[src/sv/ssdd_pkg.sv]
// ----------------------------------------------------------------------------
// Seven-segment serial display driver package
// Shared types, protocol constants and the digit-to-segment table.
// ----------------------------------------------------------------------------
`default_nettype none

package ssdd_pkg;

  localparam int NUMBER_W = 15;

  // Fixed command bytes of the two-wire display protocol.
  localparam logic [7:0] CMD_DATA_AUTO_INC = 8'h40;
  localparam logic [7:0] CMD_ADDR_FIRST    = 8'hc0;
  localparam logic [7:0] BRIGHTNESS_RESET  = 8'd143;

  // A byte is 24 bit ticks followed by two closing clock ticks.
  localparam logic [4:0] BYTE_BIT_TICKS = 5'd24;

  // Reciprocal of ten for values below 2**15: q = (n * 52429) >> 19.
  localparam logic [15:0] RECIP_TEN   = 16'd52429;
  localparam int          RECIP_SHIFT = 19;

  typedef enum logic {
    OP_TICK = 1'b0,
    OP_LOAD = 1'b1
  } op_t;

  typedef struct packed {
    op_t                 op;
    logic [NUMBER_W-1:0] number;
  } item_t;

  typedef struct packed {
    logic clock_pin;
    logic data_pin;
    logic busy;
  } result_t;

  typedef struct packed {
    logic                start;
    logic [NUMBER_W-1:0] number;
  } conv_req_t;

  function automatic logic [7:0] seg_pattern(input logic [3:0] digit);
    logic [7:0] pat;
    unique case (digit)
      4'd0: pat = 8'h3f;
      4'd1: pat = 8'h06;
      4'd2: pat = 8'h5b;
      4'd3: pat = 8'h4f;
      4'd4: pat = 8'h66;
      4'd5: pat = 8'h6d;
      4'd6: pat = 8'h7d;
      4'd7: pat = 8'h07;
      4'd8: pat = 8'h7f;
      4'd9: pat = 8'h6f;
      default: pat = 8'h00;
    endcase
    return pat;
  endfunction

endpackage

`default_nettype wire

[src/sv/ssdd_front.sv]
// ----------------------------------------------------------------------------
// Input front end
// Accepts input transactions, tags them as tick or load, and queues them.
// ----------------------------------------------------------------------------
`default_nettype none

module ssdd_front (
  input  wire logic                          clk,
  input  wire logic                          rst_n,
  input  wire logic                          in_push,
  output logic                               in_full,
  input  wire logic                          in_command,
  input  wire logic [ssdd_pkg::NUMBER_W-1:0] in_number,
  output logic                               item_valid,
  output ssdd_pkg::item_t                    item,
  input  wire logic                          item_ready
);

  ssdd_pkg::item_t q_r [2];
  logic            wr_ptr_r, wr_ptr_nxt;
  logic            rd_ptr_r, rd_ptr_nxt;
  logic [1:0]      count_r, count_nxt;
  logic            do_push, do_pop;
  ssdd_pkg::item_t new_item;

  assign in_full    = (count_r == 2'd2);
  assign item_valid = (count_r != 2'd0);
  assign item       = q_r[rd_ptr_r];

  assign do_push = in_push && !in_full;
  assign do_pop  = item_valid && item_ready;

  always_comb begin
    new_item.op     = in_command ? ssdd_pkg::OP_LOAD : ssdd_pkg::OP_TICK;
    new_item.number = in_number;
    wr_ptr_nxt      = do_push ? ~wr_ptr_r : wr_ptr_r;
    rd_ptr_nxt      = do_pop ? ~rd_ptr_r : rd_ptr_r;
    count_nxt       = count_r + {1'b0, do_push} - {1'b0, do_pop};
  end

  always_ff @(posedge clk) begin
    if (!rst_n) begin
      wr_ptr_r <= 1'b0;
      rd_ptr_r <= 1'b0;
      count_r  <= 2'd0;
    end else begin
      wr_ptr_r <= wr_ptr_nxt;
      rd_ptr_r <= rd_ptr_nxt;
      count_r  <= count_nxt;
    end
  end

  always_ff @(posedge clk) begin
    if (do_push) begin
      q_r[wr_ptr_r] <= new_item;
    end
  end

endmodule

`default_nettype wire

[src/sv/ssdd_digits.sv]
// ----------------------------------------------------------------------------
// Decimal digit converter
// Splits a number into decimal digits, one digit per cycle, and stores
// the segment pattern of each digit.
// ----------------------------------------------------------------------------
`default_nettype none

module ssdd_digits #(
  parameter int DIGIT_COUNT = 4
) (
  input  wire logic                         clk,
  input  wire logic                         rst_n,
  input  wire ssdd_pkg::conv_req_t          req,
  output logic [DIGIT_COUNT-1:0][7:0]       seg
);

  localparam int DW = (DIGIT_COUNT > 1) ? $clog2(DIGIT_COUNT) : 1;

  logic [DIGIT_COUNT-1:0][7:0]       seg_r;
  logic [ssdd_pkg::NUMBER_W-1:0]     n_r;
  logic [DW-1:0]                     cnt_r;
  logic                              active_r;
  logic [ssdd_pkg::NUMBER_W+15:0]    prod;
  logic [11:0]                       quot;
  logic [ssdd_pkg::NUMBER_W-1:0]     times_ten;
  logic [ssdd_pkg::NUMBER_W-1:0]     rem_full;

  assign seg = seg_r;

  // Quotient by ten through the reciprocal, remainder by subtraction.
  always_comb begin
    prod      = (ssdd_pkg::NUMBER_W+16)'(n_r) * (ssdd_pkg::NUMBER_W+16)'(ssdd_pkg::RECIP_TEN);
    quot      = prod[ssdd_pkg::RECIP_SHIFT+11:ssdd_pkg::RECIP_SHIFT];
    times_ten = ssdd_pkg::NUMBER_W'({quot, 3'b000}) + ssdd_pkg::NUMBER_W'({quot, 1'b0});
    rem_full  = n_r - times_ten;
  end

  always_ff @(posedge clk) begin
    if (!rst_n) begin
      active_r <= 1'b0;
      seg_r    <= '0;
    end else if (req.start) begin
      active_r <= 1'b1;
      n_r      <= req.number;
      cnt_r    <= DW'(DIGIT_COUNT - 1);
    end else if (active_r) begin
      seg_r[cnt_r] <= ssdd_pkg::seg_pattern(rem_full[3:0]);
      n_r          <= ssdd_pkg::NUMBER_W'(quot);
      if (cnt_r == '0) begin
        active_r <= 1'b0;
      end else begin
        cnt_r <= cnt_r - DW'(1);
      end
    end
  end

endmodule

`default_nettype wire

[src/sv/ssdd_back.sv]
// ----------------------------------------------------------------------------
// Pin sequencer and result queue
// Steps the two-wire start/byte/stop sequence one tick at a time and
// queues one pin-state result per transaction.
// ----------------------------------------------------------------------------
`default_nettype none

module ssdd_back #(
  parameter int DIGIT_COUNT = 4
) (
  input  wire logic                         clk,
  input  wire logic                         rst_n,
  input  wire logic                         item_valid,
  input  wire ssdd_pkg::item_t              item,
  output logic                              item_ready,
  input  wire logic [7:0]                   brightness,
  input  wire logic [DIGIT_COUNT-1:0][7:0]  seg,
  output ssdd_pkg::conv_req_t               conv_req,
  output logic                              out_empty,
  input  wire logic                         out_pop,
  output ssdd_pkg::result_t                 result
);

  localparam int DW = (DIGIT_COUNT > 1) ? $clog2(DIGIT_COUNT) : 1;

  typedef enum logic [3:0] {
    S_IDLE,
    S_START_A,
    S_BRIGHT,
    S_START_B,
    S_CMD_DATA,
    S_STOP_A,
    S_START_C,
    S_CMD_ADDR,
    S_DIGITS,
    S_STOP_B
  } seq_state_t;

  seq_state_t    st_r, st_nxt;
  logic [4:0]    tick_r, tick_nxt;
  logic [1:0]    sub_r, sub_nxt;
  logic [2:0]    bit_idx_r, bit_idx_nxt;
  logic [DW-1:0] dig_r, dig_nxt;
  logic          clk_lvl_r, clk_lvl_nxt;
  logic          dat_lvl_r, dat_lvl_nxt;
  logic [7:0]    byte_val;
  logic          take;
  logic          seg_done;
  seq_state_t    follow;

  ssdd_pkg::result_t res_q_r [2];
  logic              wr_ptr_r, rd_ptr_r;
  logic [1:0]        count_r;
  logic              res_pop;
  ssdd_pkg::result_t new_res;

  assign item_ready = (count_r != 2'd2);
  assign take       = item_valid && item_ready;
  assign out_empty  = (count_r == 2'd0);
  assign result     = res_q_r[rd_ptr_r];
  assign res_pop    = out_pop && !out_empty;

  // Byte on the wire in each byte-carrying state.
  always_comb begin
    case (st_r)
      S_BRIGHT:   byte_val = brightness;
      S_CMD_DATA: byte_val = ssdd_pkg::CMD_DATA_AUTO_INC;
      S_CMD_ADDR: byte_val = ssdd_pkg::CMD_ADDR_FIRST;
      S_DIGITS:   byte_val = seg[dig_r];
      default:    byte_val = 8'h00;
    endcase
  end

  // Segment that comes after the current one once it completes.
  always_comb begin
    seg_done = (dig_r == DW'(DIGIT_COUNT - 1));
    unique case (st_r)
      S_START_A:  follow = S_BRIGHT;
      S_BRIGHT:   follow = S_START_B;
      S_START_B:  follow = S_CMD_DATA;
      S_CMD_DATA: follow = S_STOP_A;
      S_STOP_A:   follow = S_START_C;
      S_START_C:  follow = S_CMD_ADDR;
      S_CMD_ADDR: follow = S_DIGITS;
      S_DIGITS:   follow = seg_done ? S_STOP_B : S_DIGITS;
      S_STOP_B:   follow = S_IDLE;
      default:    follow = S_IDLE;
    endcase
  end

  always_comb begin
    st_nxt          = st_r;
    tick_nxt        = tick_r;
    sub_nxt         = sub_r;
    bit_idx_nxt     = bit_idx_r;
    dig_nxt         = dig_r;
    clk_lvl_nxt     = clk_lvl_r;
    dat_lvl_nxt     = dat_lvl_r;
    conv_req.start  = 1'b0;
    conv_req.number = item.number;

    if (take) begin
      if (item.op == ssdd_pkg::OP_LOAD) begin
        if (st_r == S_IDLE) begin
          conv_req.start = 1'b1;
          st_nxt         = S_START_A;
          tick_nxt       = '0;
          sub_nxt        = '0;
          bit_idx_nxt    = '0;
          dig_nxt        = '0;
        end
      end else begin
        unique case (st_r)
          S_IDLE: begin
          end
          S_START_A, S_START_B, S_START_C: begin
            if (!tick_r[0]) begin
              clk_lvl_nxt = 1'b1;
              dat_lvl_nxt = 1'b1;
              tick_nxt    = tick_r + 5'd1;
            end else begin
              clk_lvl_nxt = 1'b0;
              dat_lvl_nxt = 1'b0;
              st_nxt      = follow;
              tick_nxt    = '0;
            end
          end
          S_STOP_A, S_STOP_B: begin
            if (!tick_r[0]) begin
              clk_lvl_nxt = 1'b0;
              dat_lvl_nxt = 1'b0;
              tick_nxt    = tick_r + 5'd1;
            end else begin
              clk_lvl_nxt = 1'b1;
              dat_lvl_nxt = 1'b1;
              st_nxt      = follow;
              tick_nxt    = '0;
            end
          end
          S_BRIGHT, S_CMD_DATA, S_CMD_ADDR, S_DIGITS: begin
            if (tick_r < ssdd_pkg::BYTE_BIT_TICKS) begin
              // Each bit: clock low, data set, clock high.
              case (sub_r)
                2'd0:    clk_lvl_nxt = 1'b0;
                2'd1:    dat_lvl_nxt = byte_val[bit_idx_r];
                default: begin
                  clk_lvl_nxt = 1'b1;
                  bit_idx_nxt = bit_idx_r + 3'd1;
                end
              endcase
              sub_nxt  = (sub_r == 2'd2) ? 2'd0 : sub_r + 2'd1;
              tick_nxt = tick_r + 5'd1;
            end else if (tick_r == ssdd_pkg::BYTE_BIT_TICKS) begin
              clk_lvl_nxt = 1'b0;
              tick_nxt    = tick_r + 5'd1;
            end else begin
              // Closing clock of the byte; the acknowledge slot is not sampled.
              clk_lvl_nxt = 1'b1;
              st_nxt      = follow;
              tick_nxt    = '0;
              sub_nxt     = '0;
              bit_idx_nxt = '0;
              if (st_r == S_DIGITS && !seg_done) begin
                dig_nxt = dig_r + DW'(1);
              end
            end
          end
          default: begin
          end
        endcase
      end
    end

    new_res.clock_pin = clk_lvl_nxt;
    new_res.data_pin  = dat_lvl_nxt;
    new_res.busy      = (st_nxt != S_IDLE);
  end

  always_ff @(posedge clk) begin
    if (!rst_n) begin
      st_r      <= S_IDLE;
      tick_r    <= '0;
      sub_r     <= '0;
      bit_idx_r <= '0;
      dig_r     <= '0;
      clk_lvl_r <= 1'b1;
      dat_lvl_r <= 1'b1;
    end else begin
      st_r      <= st_nxt;
      tick_r    <= tick_nxt;
      sub_r     <= sub_nxt;
      bit_idx_r <= bit_idx_nxt;
      dig_r     <= dig_nxt;
      clk_lvl_r <= clk_lvl_nxt;
      dat_lvl_r <= dat_lvl_nxt;
    end
  end

  always_ff @(posedge clk) begin
    if (!rst_n) begin
      wr_ptr_r <= 1'b0;
      rd_ptr_r <= 1'b0;
      count_r  <= 2'd0;
    end else begin
      if (take) begin
        wr_ptr_r <= ~wr_ptr_r;
      end
      if (res_pop) begin
        rd_ptr_r <= ~rd_ptr_r;
      end
      count_r <= count_r + {1'b0, take} - {1'b0, res_pop};
    end
  end

  always_ff @(posedge clk) begin
    if (take) begin
      res_q_r[wr_ptr_r] <= new_res;
    end
  end

endmodule

`default_nettype wire

[src/sv/seven_segment_serial_display_driver_core.sv]
// ----------------------------------------------------------------------------
// Seven-segment serial display driver core
// Converts a number to segment patterns and plays out the two-wire
// clock/data sequence of a multi-digit seven-segment display, one pin
// state per tick transaction.
// ----------------------------------------------------------------------------
// Every input transaction returns exactly one result transaction holding the
// clock and data pin levels after that item plus a busy flag. A load item
// (command 1) that arrives while idle captures the number, displayed modulo
// 10**DIGIT_COUNT, and starts a transfer; a load while busy is ignored. Each
// tick item (command 0) advances the pin sequence by one slot: start, the
// brightness byte, start, 0x40, stop, start, 0xC0, one segment byte per
// digit, stop, for 88 + 26 * DIGIT_COUNT ticks in total. Bytes go out LSB
// first with a ninth closing clock and no acknowledge sampling. The block
// sustains one transaction per clock while results are popped; a result
// passes through the input queue register and then the result queue
// register before it shows on the result ports and can be popped. The
// decimal split of a loaded number runs in the background, one digit per
// clock, long before the digit bytes go out.
// The brightness register may be written only while the block is idle and
// all results have been taken; it is read live while its byte is sent.
// ----------------------------------------------------------------------------
`default_nettype none

module seven_segment_serial_display_driver_core #(
  parameter int DIGIT_COUNT = 4
) (
  input  wire logic                          clk,
  input  wire logic                          rst_n,
  // Input transactions.
  input  wire logic                          in_push,
  output logic                               in_full,
  input  wire logic                          in_command,
  input  wire logic [ssdd_pkg::NUMBER_W-1:0] in_number,
  // Result transactions.
  output logic                               out_empty,
  input  wire logic                          out_pop,
  output logic                               out_clock_pin,
  output logic                               out_data_pin,
  output logic                               out_busy_res,
  // Brightness register write channel.
  input  wire logic                          cfg_valid,
  output logic                               cfg_ready,
  input  wire logic [7:0]                    cfg_brightness_command
);

  logic [7:0]                  brightness_val_r;
  logic                        item_valid;
  logic                        item_ready;
  ssdd_pkg::item_t             item;
  ssdd_pkg::conv_req_t         conv_req;
  ssdd_pkg::result_t           result;
  logic [DIGIT_COUNT-1:0][7:0] seg;

  // The register is a plain flop, so writes are always taken.
  assign cfg_ready = 1'b1;

  always_ff @(posedge clk) begin
    if (!rst_n) begin
      brightness_val_r <= ssdd_pkg::BRIGHTNESS_RESET;
    end else if (cfg_valid && cfg_ready) begin
      brightness_val_r <= cfg_brightness_command;
    end
  end

  // Front end: accept and tag input transactions.
  ssdd_front u_front (
    .clk        (clk),
    .rst_n      (rst_n),
    .in_push    (in_push),
    .in_full    (in_full),
    .in_command (in_command),
    .in_number  (in_number),
    .item_valid (item_valid),
    .item       (item),
    .item_ready (item_ready)
  );

  // Background decimal split into segment patterns.
  ssdd_digits #(
    .DIGIT_COUNT (DIGIT_COUNT)
  ) u_digits (
    .clk   (clk),
    .rst_n (rst_n),
    .req   (conv_req),
    .seg   (seg)
  );

  // Back end: pin sequencer and result queue.
  ssdd_back #(
    .DIGIT_COUNT (DIGIT_COUNT)
  ) u_back (
    .clk        (clk),
    .rst_n      (rst_n),
    .item_valid (item_valid),
    .item       (item),
    .item_ready (item_ready),
    .brightness (brightness_val_r),
    .seg        (seg),
    .conv_req   (conv_req),
    .out_empty  (out_empty),
    .out_pop    (out_pop),
    .result     (result)
  );

  assign out_clock_pin = result.clock_pin;
  assign out_data_pin  = result.data_pin;
  assign out_busy_res  = result.busy;

endmodule

`default_nettype wire

[config.mk]
export PLATFORM = sky130hd
export DESIGN_NAME = seven_segment_serial_display_driver_core
export DESIGN_NICKNAME = d
export VERILOG_FILES = /design/src/sv/ssdd_pkg.sv /design/src/sv/ssdd_front.sv /design/src/sv/ssdd_digits.sv /design/src/sv/ssdd_back.sv /design/src/sv/seven_segment_serial_display_driver_core.sv
export SDC_FILE = /design/constraint.sdc
export NUM_CORES = 1
export LEC_CHECK = 0
export BUFFER_PORTS_ARGS = -buffer_cell sky130_fd_sc_hd__buf_2
export CAP_MARGIN = 5
export CORE_UTILIZATION = 64
export DETAILED_ROUTE_END_ITERATION = 8
export PLACE_DENSITY = 0.82
export SETUP_SLACK_MARGIN = 0.5
export SYNTH_ARGS = -nofsm -noshare
export SYNTH_HDL_FRONTEND = slang
export SYNTH_SLANG_ARGS = --single-unit
[constraint.sdc]
create_clock -name clk -period 9.15 [get_ports clk]
set_input_delay 1.83 -clock clk [delete_from_list [all_inputs] [get_ports clk]]
set_output_delay 1.83 -clock clk [all_outputs]
set_load 0.005 [all_outputs]
==> qor.txt, run 1 <==
Slew @ Worst Pin - 0.918 ns
Total GRT Usage - 28.7%
Syn Nets - 1,161
Slew Limit Headroom - 37.0%
Starting density of the core - 65.2%
Share of cells above drive strength 1 - 10.8%
First-pass GRT wire length - 33,000 µm
Die span in x - 123 µm
Netlist Area Pre-Place - 9440 µm²
R2R Path End - u_digits.seg[0]
Crit path DAT - 7.73 ns
Fin crit share - 81.5%
CTS tree - built
Port-buffer cells - 33
Fin Clk Skew - 0.00822 ns
Clk sinks - 120
Critical path class - flip-flop to flip-flop
Fmax - 134 MHz
Yosys reg bits - 120
Via density - 5.87
Count of cell types in the netlist - 64
Status - finished, final reports clean
Most common cell after layout, fill and taps aside - ha_1
Num rows - 44
DR WL/cell - 16.9 µm
Core area - 14,500 µm²
Avg Cell Area, Syn - 10.0 µm²
Reg-to-Reg Start - u_digits.n_r[6]
Largest net degree at the start of global routing - 55
H-tree depth - 4
1st-iter DRT viols - 527
Die Span Y - 123 µm
Worst hold path class - flip-flop to flip-flop
Commonest cells after routing, fill and taps aside - ha_1, inv_1, nand2_1
Top_reg_cell synth - dfxtp_1
Worst hold path depth - 2
CP Launch Type - flip-flop
Clock tree buffer depth - 2
Diode count - 0
Num CTS Buffers - 17
Layout net count - 1,187
Post-synth ARST share - 0%
Antenna violations before repair - 0
Post-route DRC - 0
Reg2Reg Setup Slack - 1.70 ns
Setup Buffers After CTS - 0
Layout Area Growth over Synthesis - 9.70%
Routability Congestion - 0.933
Post-synth EDFFs - 55
Syn Inst Count - 940
DP HPWL - 15,000 µm
RSZ-0062 raised after global routing - false
DRT antenna net count - 0
CTS resizes - 0
WP data required - 9.42 ns
Path depth of the worst reg2reg path - 27
Die ar. - 15,200 µm²
Total Wirelength - 19,700 µm
Via Count - 6,823
Finish-stage setup viols - 0
CTS Root Cell - clkbuf_16
Post-synthesis sequential area ratio - 31.3%
Pins Over Slew Limit - 0
Hold path start - u_digits.seg[27]
Total gr overflow - 0
CP endpoint kind - flip-flop
Hold EP - u_digits.seg[27]
Worst-path fanout max - 7
Hold-fix buffers at CTS - 0
Setup TNS - 0 ns
Final worst path period need - 7.45 ns
Count of TritonRoute iterations in the first routing pass - 5
Max cap viols - 0
YS warnings - 0
Boundary pin count - 35
Clk_lat worst skew - 0.42 ns
Via count of the first global-routing pass - 6,939
Worst-path clk slew - 0.06 ns
Final Hold Vio Count - 0
-- worst max path at each step --
stage	from	to	slack, ns	depth (start not counted)
CTS	u_digits.n_r[6]	u_digits.seg[14]	1.79	27
global placement	u_digits.n_r[6]	u_digits.seg[10]	2.07	27
global route	u_digits.n_r[6]	u_digits.seg[14]	1.31	27
detailed placement	u_digits.n_r[6]	u_digits.seg[2]	1.86	27
finish	u_digits.n_r[6]	u_digits.seg[0]	1.70	27
floorplan	u_digits.n_r[13]	u_digits.seg[10]	2.41	28
-- Yosys cell counts (13+ instances only) --
library cell,n,share of area [%]
ha_1,137,18
edfxtp_1,55,17
fa_1,55,12
clkbuf_1,22,0.87
xnor2_1,21,1.9
dfxtp_1,65,14
nor2b_1,19,1.3
inv_1,126,5.0
o21ai_0,42,2.2
nor2_1,41,1.6
nand2_1,70,2.8
and2_1,13,0.86
mux2i_1,26,2.8
xor2_1,18,1.7
nand3_1,17,0.90
a21oi_1,54,2.9
-- worst max-delay path, cell delays in order (launching register included) --
cell and delay (ns):
edfxtp_1 0.54, ha_1 0.42, xnor2_1 0.30, inv_1 0.10, fa_1 0.51, inv_1 0.09, fa_1 0.54, inv_1 0.06
fa_1 0.53, inv_1 0.06, fa_1 0.53, inv_1 0.04, ha_1 0.34, o21ai_0 0.13, a21o_1 0.21, or3_1 0.31
o21ba_2 0.22, a21oi_2 0.21, nor2b_1 0.11, ha_1 0.33, nand2_1 0.07, and2_1 0.19, a31oi_1 0.18, o211ai_1 0.15
nor3_4 0.27, xor2_4 0.18, o31ai_1 0.61, a21oi_1 0.09
-- stage by stage --
stage	cells	setup slack, ns	instance area (µm²)	hold WS, ns	util (%)
global placement	1131	2.07	9740	0.440	67.3
CTS	1163	1.79	10400	0.452	71.5
detailed placement	1131	1.86	9740	0.445	67.3
floorplan	940	2.41	9440	0.429	-
global route	1163	1.31	10400	0.468	71.5
finish	1163	1.70	10400	0.452	71.5
-- metal layers --
layer,track usage (%),up-vias,routed length [µm]
met4,8.43,0,296
li1,-,3298,-
met2,45.3,219,9210
met1,39.1,3276,8910
met3,6.96,30,1300
met5,0,-,0
-- sequential cells by signal, indices dropped and copies added, names as in the netlist, 3 cells and up, named ones only --
| register | flops |
|---|---|
| u_back.res_q_r | 6 |
| u_digits.seg | 28 |
| u_front.q_r | 32 |
| u_back.tick_r | 5 |
| u_back.bit_idx_r | 3 |
| u_digits.n_r | 15 |
| brightness_val_r | 8 |
| u_back.st_r | 4 |
-- cell type report --
cell class	count	area [µm²]
flip-flops and latches	120	2950
inverters	126	473
fillers	1014	4120
well taps	184	230
repair buffers	37	195
multi-input cells	664	5890
clock buffers	19	475
clock inverters	13	136
-- cell families (layout without fill, tap and decap cells) --
group	count (synthesis)	after routing	share of synthesized area (%)
other	1	1	0.0397
adder cells (fa/ha/maj)	192	192	29.8
XOR/XNOR	40	40	3.91
multiplexers	42	42	5.58
flip-flops	120	120	31.3
AND/OR/NAND/NOR	208	208	10.6
AO/OA/AOI/OAI	181	181	12.4
buffers and inverters	156	195	6.30
Power of run 1 is not shown: default switching activity piles up to over one toggle a cycle in this logic, so the estimate is an artifact.
==> inputs of run 2 (changes only) <==
Settings changed: ABC_AREA set to 1, CORE_UTILIZATION 64 to 58, PLACE_DENSITY 0.82 to 0.78.
Clock period 9.15 ns to 6.8 ns, I/O delays scaled along.
==> run 2 against run 1 <==
- synthesized cell count increased by 28%
- utilization decreased by 3.8 points
- die area increased by 17%
==> qor.txt, run 2 <==
Grt peak-use layer - met2
Most flop-heavy register - u_front.q_r
Post-synth ARST share - 0% (unchanged)
Synth top area share - 17.1% (-1.1 points)
Slew @ Worst Pin - 0.868 ns (-0.0499 ns)
Slew Limit Headroom - 42.0% (+5.0 points)
Port-buffer cells - 33 (unchanged)
DRT antenna net count - 0 (unchanged)
CTS Root Cell - clkbuf_16
Met2 GRT Util - 43.7% (-1.6 points)
Finish-stage setup viols - 0 (unchanged)
Met1 GRT Util - 37.6% (-1.5 points)
Clk sinks - 120 (unchanged)
Hold path start - u_front.rd_ptr_r
Worst-path fanout max - 7 (unchanged)
Boundary pin count - 35 (unchanged)
Count leader, synth - nand2_1
Yosys reg bits - 120 (unchanged)
WP data required - 7.12 ns (-2.30 ns)
Post-synth EDFFs - 55 (unchanged)
Num CTS Buffers - 17 (unchanged)
DR WL/cell - 15.6 µm (-8.1%)
Num rows - 47 (+6.8%)
Post-route DRC - 0 (unchanged)
Reg-to-Reg Start - u_digits.n_r[10]
Crit path DAT - 6.48 ns (-1.25 ns)
Fin Clk Skew - 0.0100 ns (+0.00178 ns)
Syn Nets - 1,425 (+23%)
RSZ-0062 raised after global routing - true
CP Launch Type - flip-flop
Most common library cells after synthesis - nand2_1, inv_1, ha_1
Total Wirelength - 23,200 µm (+18%)
Most Frequent Cell on Critical Path - inv_1
Syn Inst Count - 1,204 (+28%)
Hold-fix buffers at CTS - 0 (unchanged)
Worst Hold Margin - 0.451 ns (-0.000190 ns)
Layout net count - 1,477 (+24%)
Area leader, netlist - ha_1
Clock tree buffer depth - 2 (unchanged)
Netlist Area Pre-Place - 10,000 µm² (+6.2%)
Die ar. - 17,800 µm² (+17%)
First-pass GRT wire length - 38,300 µm (+16%)
Via density - 5.47 (-6.8%)
Crit. Startpoint - u_digits.n_r[10]
Routability Congestion - 0.923 (-1.1%)
Post-synthesis sequential area ratio - 29.4% (-1.8 points)
CP endpoint kind - flip-flop
Worst-path clk slew - 0.06 ns (about the same)
CP max stage delay - 0.58 ns (-0.03 ns)
Fmax - 162 MHz (+21%)
Critical path class - flip-flop to flip-flop
Via count of the first global-routing pass - 7,873 (+13%)
Total GRT Usage - 27.5% (-1.1 points)
Share of cells above drive strength 1 - 14.1% (+3.3 points)
Layout Area Growth over Synthesis - 13.2%
Most common cell after layout, fill and taps aside - nand2_1
Largest net degree at the start of global routing - 38 (-31%)
Routing usage on met3 - 6.13% (-0.84 points)
Placed cell area - 10,400 µm² (+6.4%)
Slowest-stage cell, CP - fa_1
Top Family by Delay on Critical Path - adder cells
Status - finished, final reports clean
Clk_lat worst skew - 0.42 ns (about the same)
Count of TritonRoute iterations in the first routing pass - 5 (unchanged)
Avg Cell Area, Syn - 8.33 µm² (-17%)
Starting density of the core - 59.8% (-5.4 points)
Total gr overflow - 0 (unchanged)
Max cap viols - 0 (unchanged)
Final Hold Vio Count - 0 (unchanged)
Critical path buffers and inverters - 6 (+1)
Count of cell types in the netlist - 52 (-19%)
Top_reg_cell synth - dfxtp_1
DP HPWL - 17,200 µm (+14%)
Worst hold path class - flip-flop to flip-flop
Largest cells by area after synthesis - ha_1, edfxtp_1, dfxtp_1
Setup TNS - 0 ns (unchanged)
Antenna violations before repair - 0 (unchanged)
Diode count - 0 (unchanged)
Max reg flops - 32 (unchanged)
YS warnings - 0 (unchanged)
Post-route cell area - 11,300 µm² (+9.6%)
Final worst path period need - 6.16 ns (-1.30 ns)
CTS tree - built
Die Span Y - 133 µm (+8.1%)
Die span in x - 133 µm (+8.1%)
Core area - 16,800 µm² (+16%)
Commonest cells after routing, fill and taps aside - nand2_1, inv_1, ha_1
Pins Over Slew Limit - 0 (unchanged)
1st-iter DRT viols - 697 (+32%)
Fin crit share - 90.5% (+9.1 points)
Via Count - 8,145 (+19%)
H-tree depth - 4 (unchanged)
## run 2: final cells by class
cell class                 instances  area, µm²
clock buffer                      24        551
sequential                       120       2950
inverter                         237        897
multi-input combinational        827       6280
fill                            1245       5410
timing repair buffer              53        315
clock inverter                     8       77.6
tap                              220        275
## run 2: what timing repair did
item                       in CTS  in global routing
buffers inserted                8                  9
gates resized for setup         8                 35
gates cloned                    1                  0
pin swaps                       2                  8
setup endpoints to repair      28                 28
## run 2: routing by layer
layer | part of all wire (%) | vias up
met4 | 2.5 | 0
met2 | 46 | 282
li1 | - | 4012
met3 | 7.4 | 52
met1 | 44 | 3799
met5 | 0 | -
## run 2: worst reg2reg max path, stage by stage, from the launching register on
cell and delay (ns):
edfxtp_1 0.52, ha_4 0.31, fa_2 0.41, fa_1 0.58
inv_2 0.07, fa_1 0.53, inv_1 0.06, fa_1 0.55
inv_1 0.07, fa_1 0.53, inv_1 0.06, ha_4 0.25
a21oi_2 0.14, o21ai_0 0.13, a21oi_2 0.20, nand2_2 0.12
xor2_4 0.17, ha_4 0.18, xnor2_2 0.18, inv_1 0.06
nand3_1 0.11, nand2_1 0.08, nand2_2 0.17, nand2_2 0.16
nand2_1 0.20, nand3_1 0.10, nand2_1 0.09, inv_1 0.04
## run 2: logic make-up (layout without fill, tap and decap cells)
kind of cell               count (synthesis)  count (layout)  share of synthesized area, %
DFF                                      120             120                          29.4
other                                      1               1                        0.0374
buffers and inverters                    258             322                          10.1
AOI/OAI and AO/OA                        193             193                          11.2
and+or+nand+nor                          415             416                          18.8
adders and majority gates                192             192                          28.1
xor gates and xnor gates                  22              22                          1.92
muxes                                      3               3                         0.337
## run 2: metrics by stage
stage                     utilization [%]  cells  setup WS [ns]
after floorplan                         -   1204          0.867
after global placement               61.9   1439          0.377
after detailed placement             61.9   1439          0.217
after CTS                            66.3   1480          0.534
after global routing                 67.7   1489          0.427
final                                67.7   1489          0.643
## run 2: final timing paths
kind	endpoint	slack, ns	cells past startpoint
worst max register to register	u_digits.seg[30]	0.64	27
worst max-delay path	u_digits.seg[30]	0.64	27
worst min register to register	u_front.rd_ptr_r	0.45	1
worst min-delay path	u_front.rd_ptr_r	0.45	1
Power of run 2 is left out for the same reason.
